**src/hdl/bfiq_pkg.sv**
```systemverilog
// ----------------------------------------------------------------------------
// bfiq_pkg
// Shared types and constants of the Bloom filter insert/query core.
// ----------------------------------------------------------------------------
`default_nettype none

package bfiq_pkg;

   // digest layout
   localparam int NUM_WORDS = 8;
   localparam int WORD_W    = 32;
   localparam int STEP_W    = $clog2(WORD_W);

   // register widths
   localparam int FBITS_W    = 11;
   localparam int HCOUNT_W   = 4;
   localparam int CSR_ADDR_W = 1;
   localparam int CSR_DATA_W = 11;

   // register indexes
   localparam logic [CSR_ADDR_W-1:0] CSR_FILTER_BITS = 1'd0;
   localparam logic [CSR_ADDR_W-1:0] CSR_HASH_COUNT  = 1'd1;

   // reset values
   localparam logic [FBITS_W-1:0]  FBITS_RESET  = 11'd1024;
   localparam logic [HCOUNT_W-1:0] HCOUNT_RESET = 4'd1;

   // request modes
   localparam logic MODE_ADD   = 1'b0;
   localparam logic MODE_QUERY = 1'b1;

   typedef logic [WORD_W-1:0] word_type;

   // controller -> datapath
   typedef struct packed {
      logic clear_step;  // write one zero of the post-reset clear
      logic load;        // capture request and config snapshot
      logic word_start;  // begin reducing the current digest word
      logic div_step;    // one restoring modulo step
      logic mem_access;  // read (query) or set (add) the indexed bit
      logic mem_check;   // fold read bit into membership, advance word
      logic rsp_load;    // move result into the output register
   } cmd_type;

   // datapath -> controller
   typedef struct packed {
      logic clear_last;  // clear pass is writing its last entry
      logic words_left;  // digest words still to process
      logic rsp_busy;    // output register holds an untaken result
   } status_type;

endpackage

`default_nettype wire

```
**src/hdl/bfiq_if.sv**
```systemverilog
// ----------------------------------------------------------------------------
// bfiq_req_if / bfiq_rsp_if
// Valid/ready channels carrying requests and responses.
// ----------------------------------------------------------------------------
`default_nettype none

interface bfiq_req_if;
   logic                 valid;
   logic                 ready;
   logic                 mode;
   bfiq_pkg::word_type   hash_word_0;
   bfiq_pkg::word_type   hash_word_1;
   bfiq_pkg::word_type   hash_word_2;
   bfiq_pkg::word_type   hash_word_3;
   bfiq_pkg::word_type   hash_word_4;
   bfiq_pkg::word_type   hash_word_5;
   bfiq_pkg::word_type   hash_word_6;
   bfiq_pkg::word_type   hash_word_7;

   modport source (
      output valid, mode, hash_word_0, hash_word_1, hash_word_2, hash_word_3,
             hash_word_4, hash_word_5, hash_word_6, hash_word_7,
      input  ready
   );
   modport sink (
      input  valid, mode, hash_word_0, hash_word_1, hash_word_2, hash_word_3,
             hash_word_4, hash_word_5, hash_word_6, hash_word_7,
      output ready
   );
endinterface

interface bfiq_rsp_if;
   logic valid;
   logic ready;
   logic is_member;
   logic was_query;

   modport source (output valid, is_member, was_query, input ready);
   modport sink   (input valid, is_member, was_query, output ready);
endinterface

`default_nettype wire

```
**src/hdl/bfiq_ram.sv**
```systemverilog
// ----------------------------------------------------------------------------
// bfiq_ram
// Single-port RAM, one write or one read per cycle, registered read data.
// ----------------------------------------------------------------------------
`default_nettype none

module bfiq_ram #(
   parameter int WIDTH = 1,
   parameter int DEPTH = 1024
) (
   input  wire logic                     clock,
   input  wire logic                     we,
   input  wire logic [$clog2(DEPTH)-1:0] addr,
   input  wire logic [WIDTH-1:0]         wdata,
   output logic      [WIDTH-1:0]         rdata
);

   logic [WIDTH-1:0] mem [DEPTH];
   logic [WIDTH-1:0] rdata_ff;

   always_ff @(posedge clock) begin
      if (we) begin
         mem[addr] <= wdata;
      end
      rdata_ff <= mem[addr];
   end

   assign rdata = rdata_ff;

endmodule

`default_nettype wire

```
**src/hdl/bfiq_ctrl.sv**
```systemverilog
// ----------------------------------------------------------------------------
// bfiq_ctrl
// Sequencer: clear pass, then per request one modulo/access pass per used word.
// ----------------------------------------------------------------------------
`default_nettype none

module bfiq_ctrl (
   input  wire logic                 clock,
   input  wire logic                 reset,
   input  wire logic                 req_valid,
   output logic                      req_ready,
   input  wire bfiq_pkg::status_type status,
   output bfiq_pkg::cmd_type         cmd
);

   typedef enum logic [2:0] {
      ST_CLEAR,
      ST_IDLE,
      ST_WORD,
      ST_DIV,
      ST_ACCESS,
      ST_CHECK,
      ST_FINISH
   } state_type;

   localparam logic [bfiq_pkg::STEP_W-1:0] STEP_LAST =
      bfiq_pkg::STEP_W'(bfiq_pkg::WORD_W - 1);

   state_type                     state_ff;
   logic [bfiq_pkg::STEP_W-1:0]   step_ff;

   assign req_ready = (state_ff == ST_IDLE);

   always_comb begin
      cmd = '0;
      unique case (state_ff)
         ST_CLEAR:  cmd.clear_step = 1'b1;
         ST_IDLE:   cmd.load       = req_valid;
         ST_WORD:   cmd.word_start = status.words_left;
         ST_DIV:    cmd.div_step   = 1'b1;
         ST_ACCESS: cmd.mem_access = 1'b1;
         ST_CHECK:  cmd.mem_check  = 1'b1;
         ST_FINISH: cmd.rsp_load   = !status.rsp_busy;
         default:   cmd = '0;
      endcase
   end

   always_ff @(posedge clock) begin
      if (reset) begin
         state_ff <= ST_CLEAR;
         step_ff  <= '0;
      end else begin
         unique case (state_ff)
            ST_CLEAR: begin
               if (status.clear_last) begin
                  state_ff <= ST_IDLE;
               end
            end
            ST_IDLE: begin
               if (req_valid) begin
                  state_ff <= ST_WORD;
               end
            end
            ST_WORD: begin
               step_ff <= '0;
               if (status.words_left) begin
                  state_ff <= ST_DIV;
               end else begin
                  state_ff <= ST_FINISH;
               end
            end
            ST_DIV: begin
               step_ff <= step_ff + 1'b1;
               if (step_ff == STEP_LAST) begin
                  state_ff <= ST_ACCESS;
               end
            end
            ST_ACCESS: state_ff <= ST_CHECK;
            ST_CHECK:  state_ff <= ST_WORD;
            ST_FINISH: begin
               if (!status.rsp_busy) begin
                  state_ff <= ST_IDLE;
               end
            end
            default: state_ff <= ST_CLEAR;
         endcase
      end
   end

endmodule

`default_nettype wire

```
**src/hdl/bfiq_dp.sv**
```systemverilog
// ----------------------------------------------------------------------------
// bfiq_dp
// Datapath: registers, digest word shift line, bit-serial modulo, bit store,
// membership flag and output register.
// ----------------------------------------------------------------------------
`default_nettype none

module bfiq_dp #(
   parameter int MAX_BITS   = 1024,
   parameter int MAX_HASHES = 8
) (
   input  wire logic                                clock,
   input  wire logic                                reset,
   input  wire logic                                csr_we,
   input  wire logic [bfiq_pkg::CSR_ADDR_W-1:0]     csr_addr,
   input  wire logic [bfiq_pkg::CSR_DATA_W-1:0]     csr_wdata,
   input  wire logic                                req_mode,
   input  wire bfiq_pkg::word_type                  req_words [bfiq_pkg::NUM_WORDS],
   input  wire logic                                rsp_ready,
   output logic                                     rsp_valid,
   output logic                                     rsp_is_member,
   output logic                                     rsp_was_query,
   input  wire bfiq_pkg::cmd_type                   cmd,
   output bfiq_pkg::status_type                     status
);

   localparam int IDX_W = $clog2(MAX_BITS);
   // remainder must hold 2*m-1 for m up to the 11-bit register or MAX_BITS
   localparam int REM_W = (IDX_W + 1 > 12) ? IDX_W + 1 : 12;
   localparam logic [IDX_W-1:0] CLEAR_LAST = IDX_W'(MAX_BITS - 1);

   logic [bfiq_pkg::FBITS_W-1:0]  filter_bits_ff;
   logic [bfiq_pkg::HCOUNT_W-1:0] hash_count_ff;

   logic                          mode_ff;
   bfiq_pkg::word_type            words_ff [bfiq_pkg::NUM_WORDS];
   logic [REM_W-1:0]              modulus_ff;
   logic [bfiq_pkg::HCOUNT_W-1:0] hashes_left_ff;
   logic                          member_ff;
   bfiq_pkg::word_type            shift_ff;
   logic [REM_W-1:0]              rem_ff;
   logic [REM_W-1:0]              rem_in;
   logic [REM_W-1:0]              modulus_in;
   logic [bfiq_pkg::HCOUNT_W-1:0] hashes_in;

   logic [IDX_W-1:0]              clear_addr_ff;
   logic                          rsp_valid_ff;
   logic                          is_member_ff;
   logic                          was_query_ff;

   logic                          ram_we;
   logic [IDX_W-1:0]              ram_addr;
   logic                          ram_wdata;
   logic                          ram_rdata;

   // ---- configuration registers
   always_ff @(posedge clock) begin
      if (reset) begin
         filter_bits_ff <= bfiq_pkg::FBITS_RESET;
         hash_count_ff  <= bfiq_pkg::HCOUNT_RESET;
      end else if (csr_we) begin
         unique case (csr_addr)
            bfiq_pkg::CSR_FILTER_BITS: filter_bits_ff <= csr_wdata;
            bfiq_pkg::CSR_HASH_COUNT:
               hash_count_ff <= csr_wdata[bfiq_pkg::HCOUNT_W-1:0];
         endcase
      end
   end

   // ---- effective modulus and hash count, snapped at load
   always_comb begin
      if (filter_bits_ff == '0) begin
         modulus_in = REM_W'(1);
      end else if (32'(filter_bits_ff) > 32'(MAX_BITS)) begin
         modulus_in = REM_W'(MAX_BITS);
      end else begin
         modulus_in = REM_W'(filter_bits_ff);
      end
      if (32'(hash_count_ff) > 32'(MAX_HASHES)) begin
         hashes_in = bfiq_pkg::HCOUNT_W'(MAX_HASHES);
      end else begin
         hashes_in = hash_count_ff;
      end
   end

   // restoring step: rem < m on entry, so 2*rem+1 < 2*m fits REM_W
   always_comb begin
      rem_in = {rem_ff[REM_W-2:0], shift_ff[bfiq_pkg::WORD_W-1]};
      if (rem_in >= modulus_ff) begin
         rem_in = rem_in - modulus_ff;
      end
   end

   // ---- item registers
   always_ff @(posedge clock) begin
      if (cmd.load) begin
         mode_ff    <= req_mode;
         words_ff   <= req_words;
         modulus_ff <= modulus_in;
         member_ff  <= 1'b1;
      end
      if (cmd.word_start) begin
         shift_ff <= words_ff[0];
         rem_ff   <= '0;
      end else if (cmd.div_step) begin
         shift_ff <= {shift_ff[bfiq_pkg::WORD_W-2:0], 1'b0};
         rem_ff   <= rem_in;
      end
      if (cmd.mem_check) begin
         if (!ram_rdata) begin
            member_ff <= 1'b0;
         end
         for (int i = 0; i < bfiq_pkg::NUM_WORDS - 1; i++) begin
            words_ff[i] <= words_ff[i+1];
         end
      end
   end

   always_ff @(posedge clock) begin
      if (reset) begin
         hashes_left_ff <= '0;
      end else if (cmd.load) begin
         hashes_left_ff <= hashes_in;
      end else if (cmd.mem_check) begin
         hashes_left_ff <= hashes_left_ff - 1'b1;
      end
   end

   // ---- clear pass address
   always_ff @(posedge clock) begin
      if (reset) begin
         clear_addr_ff <= '0;
      end else if (cmd.clear_step) begin
         clear_addr_ff <= clear_addr_ff + 1'b1;
      end
   end

   // ---- bit store
   always_comb begin
      if (cmd.clear_step) begin
         ram_we    = 1'b1;
         ram_addr  = clear_addr_ff;
         ram_wdata = 1'b0;
      end else begin
         ram_we    = cmd.mem_access && (mode_ff == bfiq_pkg::MODE_ADD);
         ram_addr  = rem_ff[IDX_W-1:0];
         ram_wdata = 1'b1;
      end
   end

   bfiq_ram #(
      .WIDTH (1),
      .DEPTH (MAX_BITS)
   ) u_store (
      .clock (clock),
      .we    (ram_we),
      .addr  (ram_addr),
      .wdata (ram_wdata),
      .rdata (ram_rdata)
   );

   // ---- output register
   always_ff @(posedge clock) begin
      if (reset) begin
         rsp_valid_ff <= 1'b0;
      end else if (cmd.rsp_load) begin
         rsp_valid_ff <= 1'b1;
      end else if (rsp_ready) begin
         rsp_valid_ff <= 1'b0;
      end
      if (cmd.rsp_load) begin
         is_member_ff <= (mode_ff == bfiq_pkg::MODE_QUERY) && member_ff;
         was_query_ff <= mode_ff;
      end
   end

   assign rsp_valid     = rsp_valid_ff;
   assign rsp_is_member = is_member_ff;
   assign rsp_was_query = was_query_ff;

   assign status.clear_last = (clear_addr_ff == CLEAR_LAST);
   assign status.words_left = (hashes_left_ff != '0);
   assign status.rsp_busy   = rsp_valid_ff && !rsp_ready;

endmodule

`default_nettype wire

```
**src/hdl/bloom_filter_insert_query_core.sv**
```systemverilog
// ----------------------------------------------------------------------------
// bloom_filter_insert_query_core
// Bloom filter add/query over a bit store indexed by precomputed digest words.
// ----------------------------------------------------------------------------
// Each request carries eight 32-bit digest words and a mode (add or query).
// For each of the first K words (K = hash_count, capped at MAX_HASHES) the
// word is reduced modulo filter_bits (0 taken as 1, capped at MAX_BITS) to a
// bit index; an add sets those bits, a query answers is_member = 1 only if
// all are set (K = 0 always hits). Every request yields exactly one response;
// is_member is 0 for adds. After reset the store is cleared one bit per
// cycle, during which req_bus.ready stays low (register writes are still
// taken). A request then passes, for each used word, through the word
// setup, the bit-serial restoring modulo, the store access and the
// registered read-back, all through the single store port, and is done
// before the next is taken. The response sits in an output register, so a
// new request is taken while the previous response still waits for
// rsp_bus.ready. Registers must only be written while no request is in
// flight.
// ----------------------------------------------------------------------------
`default_nettype none

module bloom_filter_insert_query_core #(
   parameter int MAX_BITS   = 1024,
   parameter int MAX_HASHES = 8
) (
   input  wire logic                            clock,
   input  wire logic                            reset,
   // configuration write port
   input  wire logic                            csr_we,
   input  wire logic [bfiq_pkg::CSR_ADDR_W-1:0] csr_addr,
   input  wire logic [bfiq_pkg::CSR_DATA_W-1:0] csr_wdata,
   // request and response channels
   bfiq_req_if.sink                             req_bus,
   bfiq_rsp_if.source                           rsp_bus
);

   bfiq_pkg::cmd_type    cmd;
   bfiq_pkg::status_type status;
   bfiq_pkg::word_type   req_words [bfiq_pkg::NUM_WORDS];

   // digest words in order, word 0 used first
   assign req_words[0] = req_bus.hash_word_0;
   assign req_words[1] = req_bus.hash_word_1;
   assign req_words[2] = req_bus.hash_word_2;
   assign req_words[3] = req_bus.hash_word_3;
   assign req_words[4] = req_bus.hash_word_4;
   assign req_words[5] = req_bus.hash_word_5;
   assign req_words[6] = req_bus.hash_word_6;
   assign req_words[7] = req_bus.hash_word_7;

   // sequencer: owns the handshake on the request side
   bfiq_ctrl u_ctrl (
      .clock     (clock),
      .reset     (reset),
      .req_valid (req_bus.valid),
      .req_ready (req_bus.ready),
      .status    (status),
      .cmd       (cmd)
   );

   // datapath: registers, modulo unit, store, output register
   bfiq_dp #(
      .MAX_BITS   (MAX_BITS),
      .MAX_HASHES (MAX_HASHES)
   ) u_dp (
      .clock         (clock),
      .reset         (reset),
      .csr_we        (csr_we),
      .csr_addr      (csr_addr),
      .csr_wdata     (csr_wdata),
      .req_mode      (req_bus.mode),
      .req_words     (req_words),
      .rsp_ready     (rsp_bus.ready),
      .rsp_valid     (rsp_bus.valid),
      .rsp_is_member (rsp_bus.is_member),
      .rsp_was_query (rsp_bus.was_query),
      .cmd           (cmd),
      .status        (status)
   );

endmodule

`default_nettype wire

```
**src/flat_wrapper.sv**
```systemverilog
// flat-port wrapper written by rule: the top's interface ports become plain ports
module bloom_filter_insert_query_core_flat 
#(
   parameter int MAX_BITS   = 1024,
   parameter int MAX_HASHES = 8
)
  (clock, reset, csr_we, csr_addr, csr_wdata, req_bus_valid, req_bus_mode, req_bus_hash_word_0, req_bus_hash_word_1, req_bus_hash_word_2, req_bus_hash_word_3, req_bus_hash_word_4, req_bus_hash_word_5, req_bus_hash_word_6, req_bus_hash_word_7, req_bus_ready, rsp_bus_valid, rsp_bus_is_member, rsp_bus_was_query, rsp_bus_ready);
  bfiq_req_if req_bus_i ();
  bfiq_rsp_if rsp_bus_i ();
  input  wire logic clock;
  input  wire logic reset;
  input  wire logic csr_we;
  input  wire logic [bfiq_pkg::CSR_ADDR_W-1:0] csr_addr;
  input  wire logic [bfiq_pkg::CSR_DATA_W-1:0] csr_wdata;
  input wire logic [$bits(req_bus_i.valid)-1:0] req_bus_valid;
  input wire logic [$bits(req_bus_i.mode)-1:0] req_bus_mode;
  input wire logic [$bits(req_bus_i.hash_word_0)-1:0] req_bus_hash_word_0;
  input wire logic [$bits(req_bus_i.hash_word_1)-1:0] req_bus_hash_word_1;
  input wire logic [$bits(req_bus_i.hash_word_2)-1:0] req_bus_hash_word_2;
  input wire logic [$bits(req_bus_i.hash_word_3)-1:0] req_bus_hash_word_3;
  input wire logic [$bits(req_bus_i.hash_word_4)-1:0] req_bus_hash_word_4;
  input wire logic [$bits(req_bus_i.hash_word_5)-1:0] req_bus_hash_word_5;
  input wire logic [$bits(req_bus_i.hash_word_6)-1:0] req_bus_hash_word_6;
  input wire logic [$bits(req_bus_i.hash_word_7)-1:0] req_bus_hash_word_7;
  output wire logic [$bits(req_bus_i.ready)-1:0] req_bus_ready;
  output wire logic [$bits(rsp_bus_i.valid)-1:0] rsp_bus_valid;
  output wire logic [$bits(rsp_bus_i.is_member)-1:0] rsp_bus_is_member;
  output wire logic [$bits(rsp_bus_i.was_query)-1:0] rsp_bus_was_query;
  input wire logic [$bits(rsp_bus_i.ready)-1:0] rsp_bus_ready;
  assign req_bus_i.valid = req_bus_valid;
  assign req_bus_i.mode = req_bus_mode;
  assign req_bus_i.hash_word_0 = req_bus_hash_word_0;
  assign req_bus_i.hash_word_1 = req_bus_hash_word_1;
  assign req_bus_i.hash_word_2 = req_bus_hash_word_2;
  assign req_bus_i.hash_word_3 = req_bus_hash_word_3;
  assign req_bus_i.hash_word_4 = req_bus_hash_word_4;
  assign req_bus_i.hash_word_5 = req_bus_hash_word_5;
  assign req_bus_i.hash_word_6 = req_bus_hash_word_6;
  assign req_bus_i.hash_word_7 = req_bus_hash_word_7;
  assign req_bus_ready = req_bus_i.ready;
  assign rsp_bus_valid = rsp_bus_i.valid;
  assign rsp_bus_is_member = rsp_bus_i.is_member;
  assign rsp_bus_was_query = rsp_bus_i.was_query;
  assign rsp_bus_i.ready = rsp_bus_ready;
  bloom_filter_insert_query_core #(.MAX_BITS(MAX_BITS), .MAX_HASHES(MAX_HASHES)) u_core (.clock(clock), .reset(reset), .csr_we(csr_we), .csr_addr(csr_addr), .csr_wdata(csr_wdata), .req_bus(req_bus_i), .rsp_bus(rsp_bus_i));
endmodule
```
**config.mk**
```make
export PLATFORM = sky130hd
export DESIGN_NAME = bloom_filter_insert_query_core_flat
export DESIGN_NICKNAME = d
export VERILOG_FILES = /design/src/hdl/bfiq_pkg.sv /design/src/hdl/bfiq_if.sv /design/src/hdl/bfiq_ram.sv /design/src/hdl/bfiq_ctrl.sv /design/src/hdl/bfiq_dp.sv /design/src/hdl/bloom_filter_insert_query_core.sv /design/src/flat_wrapper.sv
export SDC_FILE = /design/constraint.sdc
export NUM_CORES = 2
export LEC_CHECK = 0
export ABC_AREA = 1
export BUFFER_PORTS_ARGS = -buffer_cell sky130_fd_sc_hd__buf_2
export CAP_MARGIN = 10
export CORE_MARGIN = 4
export CORE_UTILIZATION = 45
export CTS_CLUSTER_DIAMETER = 40
export DETAILED_ROUTE_END_ITERATION = 8
export GPL_ROUTABILITY_DRIVEN = 0
export MAX_ROUTING_LAYER = met4
export PLACE_DENSITY = 0.66
export REMOVE_ABC_BUFFERS = 1
export SLEW_MARGIN = 15
export SYNTH_ARGS = -nofsm -noshare
export SYNTH_HDL_FRONTEND = slang
export SYNTH_SLANG_ARGS = --single-unit
```
**constraint.sdc**
```tcl
create_clock -name clock -period 28.2 [get_ports clock]
set_input_delay 2.82 -clock clock [delete_from_list [all_inputs] [get_ports clock]]
set_output_delay 2.82 -clock clock [all_outputs]
set_load 0.03 [all_outputs]
```
==> out/metrics.yaml <==
rsz0062_at_grt: "no"
worst_slew_pin_slew_ps: 1380
arrival_ps: 7340
wl_per_cell_um: 20.6
r2r_cells: 20
ys_ff_latch: 1377
async_flop_share_pct: 0
dr.pass1.iters: 8
cts_root_buf: "clkbuf_16"
cts_tree: "built"
final_common_cell: "nand2_1"
htreeDepth: 4
setup_viol: 0
die_w_um: 383
skew_ps: 65.1
cts_setup_buffers: 0
num_rows: 137
cp.depth: 20
clk_pin_slew_ps: 60
avgSynthCellArea_um2: 9.61
grt_max_degree: 279
yosysWarnings: 0
hold_viol_final: 0
cp.buffers_inverters: 3
leakage_uw: 0.0278
wl_um: 178000
cts_hold_buf: 0
worst_ir_drop_vdd_mv: 0.174
track_usage_pct: 24.4
final_cell_mix: "nand2_1 (2425), edfxtp_1 (1326), nor2_1 (1120)"
worstSetupPathType: "flip-flop to flip-flop"
r2r_end: "u_core.u_dp.u_store.rdata"
critPathTopFamily: "simple AND/OR/NAND/NOR gates"
dp_hpwl_um: 86600
path_common_cell: "nand2_1"
synth_cells: 6580
synth.top_cell.area_share_pct: 63.0
antenna_found_initial: 12
worstHoldStart: "u_core.u_ctrl.step_ff[3]"
netlist-cell-type-count: 45
die_area_um2: 147000
max_slew_margin_pct: 8.02
slew_violations: 0
period_share_pct: 23.3
start_util_pct: 45.3
detail_route.drc_violations: 0
period_minus_slack_ps: 6580
clock_sinks: 1377
p_per_area_nw_per_um2: 118
drt_first_iter_violations: 5654
end_kind: "flip-flop"
clk_path_buf_depth: 3
status: "finished clean"
netlist_area_um2: 63200
ys.flop_type: "edfxtp_1"
min_path_cells: 1
worstSetupStartpointType: "flip-flop"
slowest_delay_ps: 980
tns_ps: 0
final_net_count: 6894
ctsResizeCount: 0
worstPathMaxFanout: 156
portBuffers: 277
fp.dieH_um: 383
synth.largest_area_cell: "edfxtp_1"
grt_overflow_total: 0
antenna_left: 0
timing.fmax_mhz: 152
crit_chain: "inv_1 > nand2_8 > nand2_8 > nand2_8 > buf_4 > buf_4 > nand2_1 > nand2_1 > nand2_1 > nand2_1 > nand2_1 > nand2_1 > nor2_1 > nand2_1 > nand2_1 > nand2_1 > o21ai_1 > nand2_1 > nor2_1 > nand2_1"
min_to: "u_core.u_ctrl.step_ff[3]"
numCtsBuffers: 187
cap_viol_max_count: 0
yosysSeqAreaShare_pct: 64.6
required_ps: 28950
min_path_type: "flip-flop to flip-flop"
area_growth_pct: 14.4
r2r-start: "u_core.u_ctrl.state_ff[2]"
synthTopCellsByArea: "edfxtp_1 (63%), nand2_1 (15%), nor2_1 (6.7%)"
r2r_setup_slack_ps: 21620
cpMaxStageDelayCell: "nand2_8"
grt_pass1_vias: 44786
via_per_inst: 5.45
ios: 278
vias: 47198
coreArea_um2: 140000
grt_pass1_wl_um: 267000
utilization_pct: 51.9
drive_gt1_share_pct: 11.4
synth_edf_count: 1326
insertion_delay_ps: 840
==> kinds of logic (layout without fill, tap and decap cells) <==
logic type,count (synthesis),in the layout,synth area share [%]
XOR/XNOR,11,11,0.152
other,0,10,0
adder cells (fa/ha/maj),16,16,0.328
flip-flops,1377,1377,64.6
buffers and inverters,628,815,4.27
AND/OR/NAND/NOR,4198,4198,26.5
AO/OA/AOI/OAI,350,350,4.23
==> Yosys cell counts (3+ instances only) <==
cell	number
a211oi_1	3
a21oi_1	51
a22o_1	224
buf_1	65
buf_2	142
buf_4	11
buf_6	16
clkbuf_1	279
dfxtp_1	51
edfxtp_1	1326
ha_1	15
inv_1	102
inv_2	10
nand2_1	2453
nand2_2	6
nand3_1	540
nand4_1	6
nor2_1	1122
nor2_2	31
nor2_4	7
nor3_1	22
nor3_4	4
o21ai_0	48
o21ai_1	8
xnor2_1	6
xor2_1	5
==> final cells by class <==
type | instances | area [um^2]
Multi-Input combinational cell | 4575 | 19900
Fill cell | 12419 | 67200
Sequential cell | 1377 | 40800
Inverter | 115 | 449
Clock inverter | 138 | 1920
Tap cell | 1876 | 2350
Timing Repair Buffer | 348 | 2020
Antenna cell | 10 | 25.0
Clock buffer | 214 | 4850
==> state kept, by name, indices dropped and copies added (netlist names), 3 cells and up <==
name	count
u_core.u_dp.u_store.mem	1024
u_core.u_dp.words_ff	256
u_core.u_dp.shift_ff	32
u_core.u_dp.filter_bits_ff	11
u_core.u_dp.modulus_ff	11
u_core.u_dp.rem_ff	11
u_core.u_dp.clear_addr_ff	10
u_core.u_ctrl.step_ff	5
u_core.u_dp.hash_count_ff	4
u_core.u_dp.hashes_left_ff	4
u_core.u_ctrl.state_ff	3
==> worst max-delay path by stage <==
| stage | end | slack [ps] | from |
|---|---|---|---|
| 2_1_floorplan | u_core.u_dp.u_store.mem[101] | 5160 | u_core.u_ctrl.state_ff[2] |
| 3_3_place_gp | u_core.u_dp.u_store.rdata | 21880 | u_core.u_ctrl.state_ff[2] |
| 3_5_place_dp | u_core.u_dp.u_store.rdata | 21820 | u_core.u_ctrl.state_ff[2] |
| 4_1_cts | u_core.u_dp.u_store.rdata | 21780 | u_core.u_ctrl.state_ff[2] |
| 5_1_grt | u_core.u_dp.u_store.rdata | 21220 | u_core.u_ctrl.state_ff[2] |
| 6_report | u_core.u_dp.u_store.rdata | 21620 | u_core.u_ctrl.state_ff[2] |
==> power by group <==
| part | switching (uW) | leakage, uW | internal [uW] |
|---|---|---|---|
| clock | 969 | 0.00322 | 1530 |
| combinational | 2520 | 0.0121 | 759 |
| sequential | 31.2 | 0.0125 | 2730 |
==> metal layers <==
layer / GRT usage (%) / wire [um] / part of all wire [%]
met1: 31.3 / 71000 / 40
met2: 39.3 / 86000 / 48
met3: 4.00 / 15200 / 8.5
met4: 8.87 / 6060 / 3.4
met5: - / 0 / 0
==> stage by stage <==
| step | total power [uW] | worst slack [ps] | instances | hold WS, ps | instance area [um^2] |
|---|---|---|---|---|---|
| CTS | 8530 | 21780 | 8643 | 454 | 72300 |
| detailed placement | 6030 | 21820 | 8291 | 445 | 65600 |
| floorplan | 5380 | 5160 | 6067 | 429 | 61000 |
| global placement | 6000 | 21880 | 8291 | 443 | 65600 |
| global route | 9010 | 21220 | 8652 | 476 | 72400 |
| finish | 8530 | 21620 | 8653 | 451 | 72400 |
No activity file was read; power rests on OpenSTA's default activity.
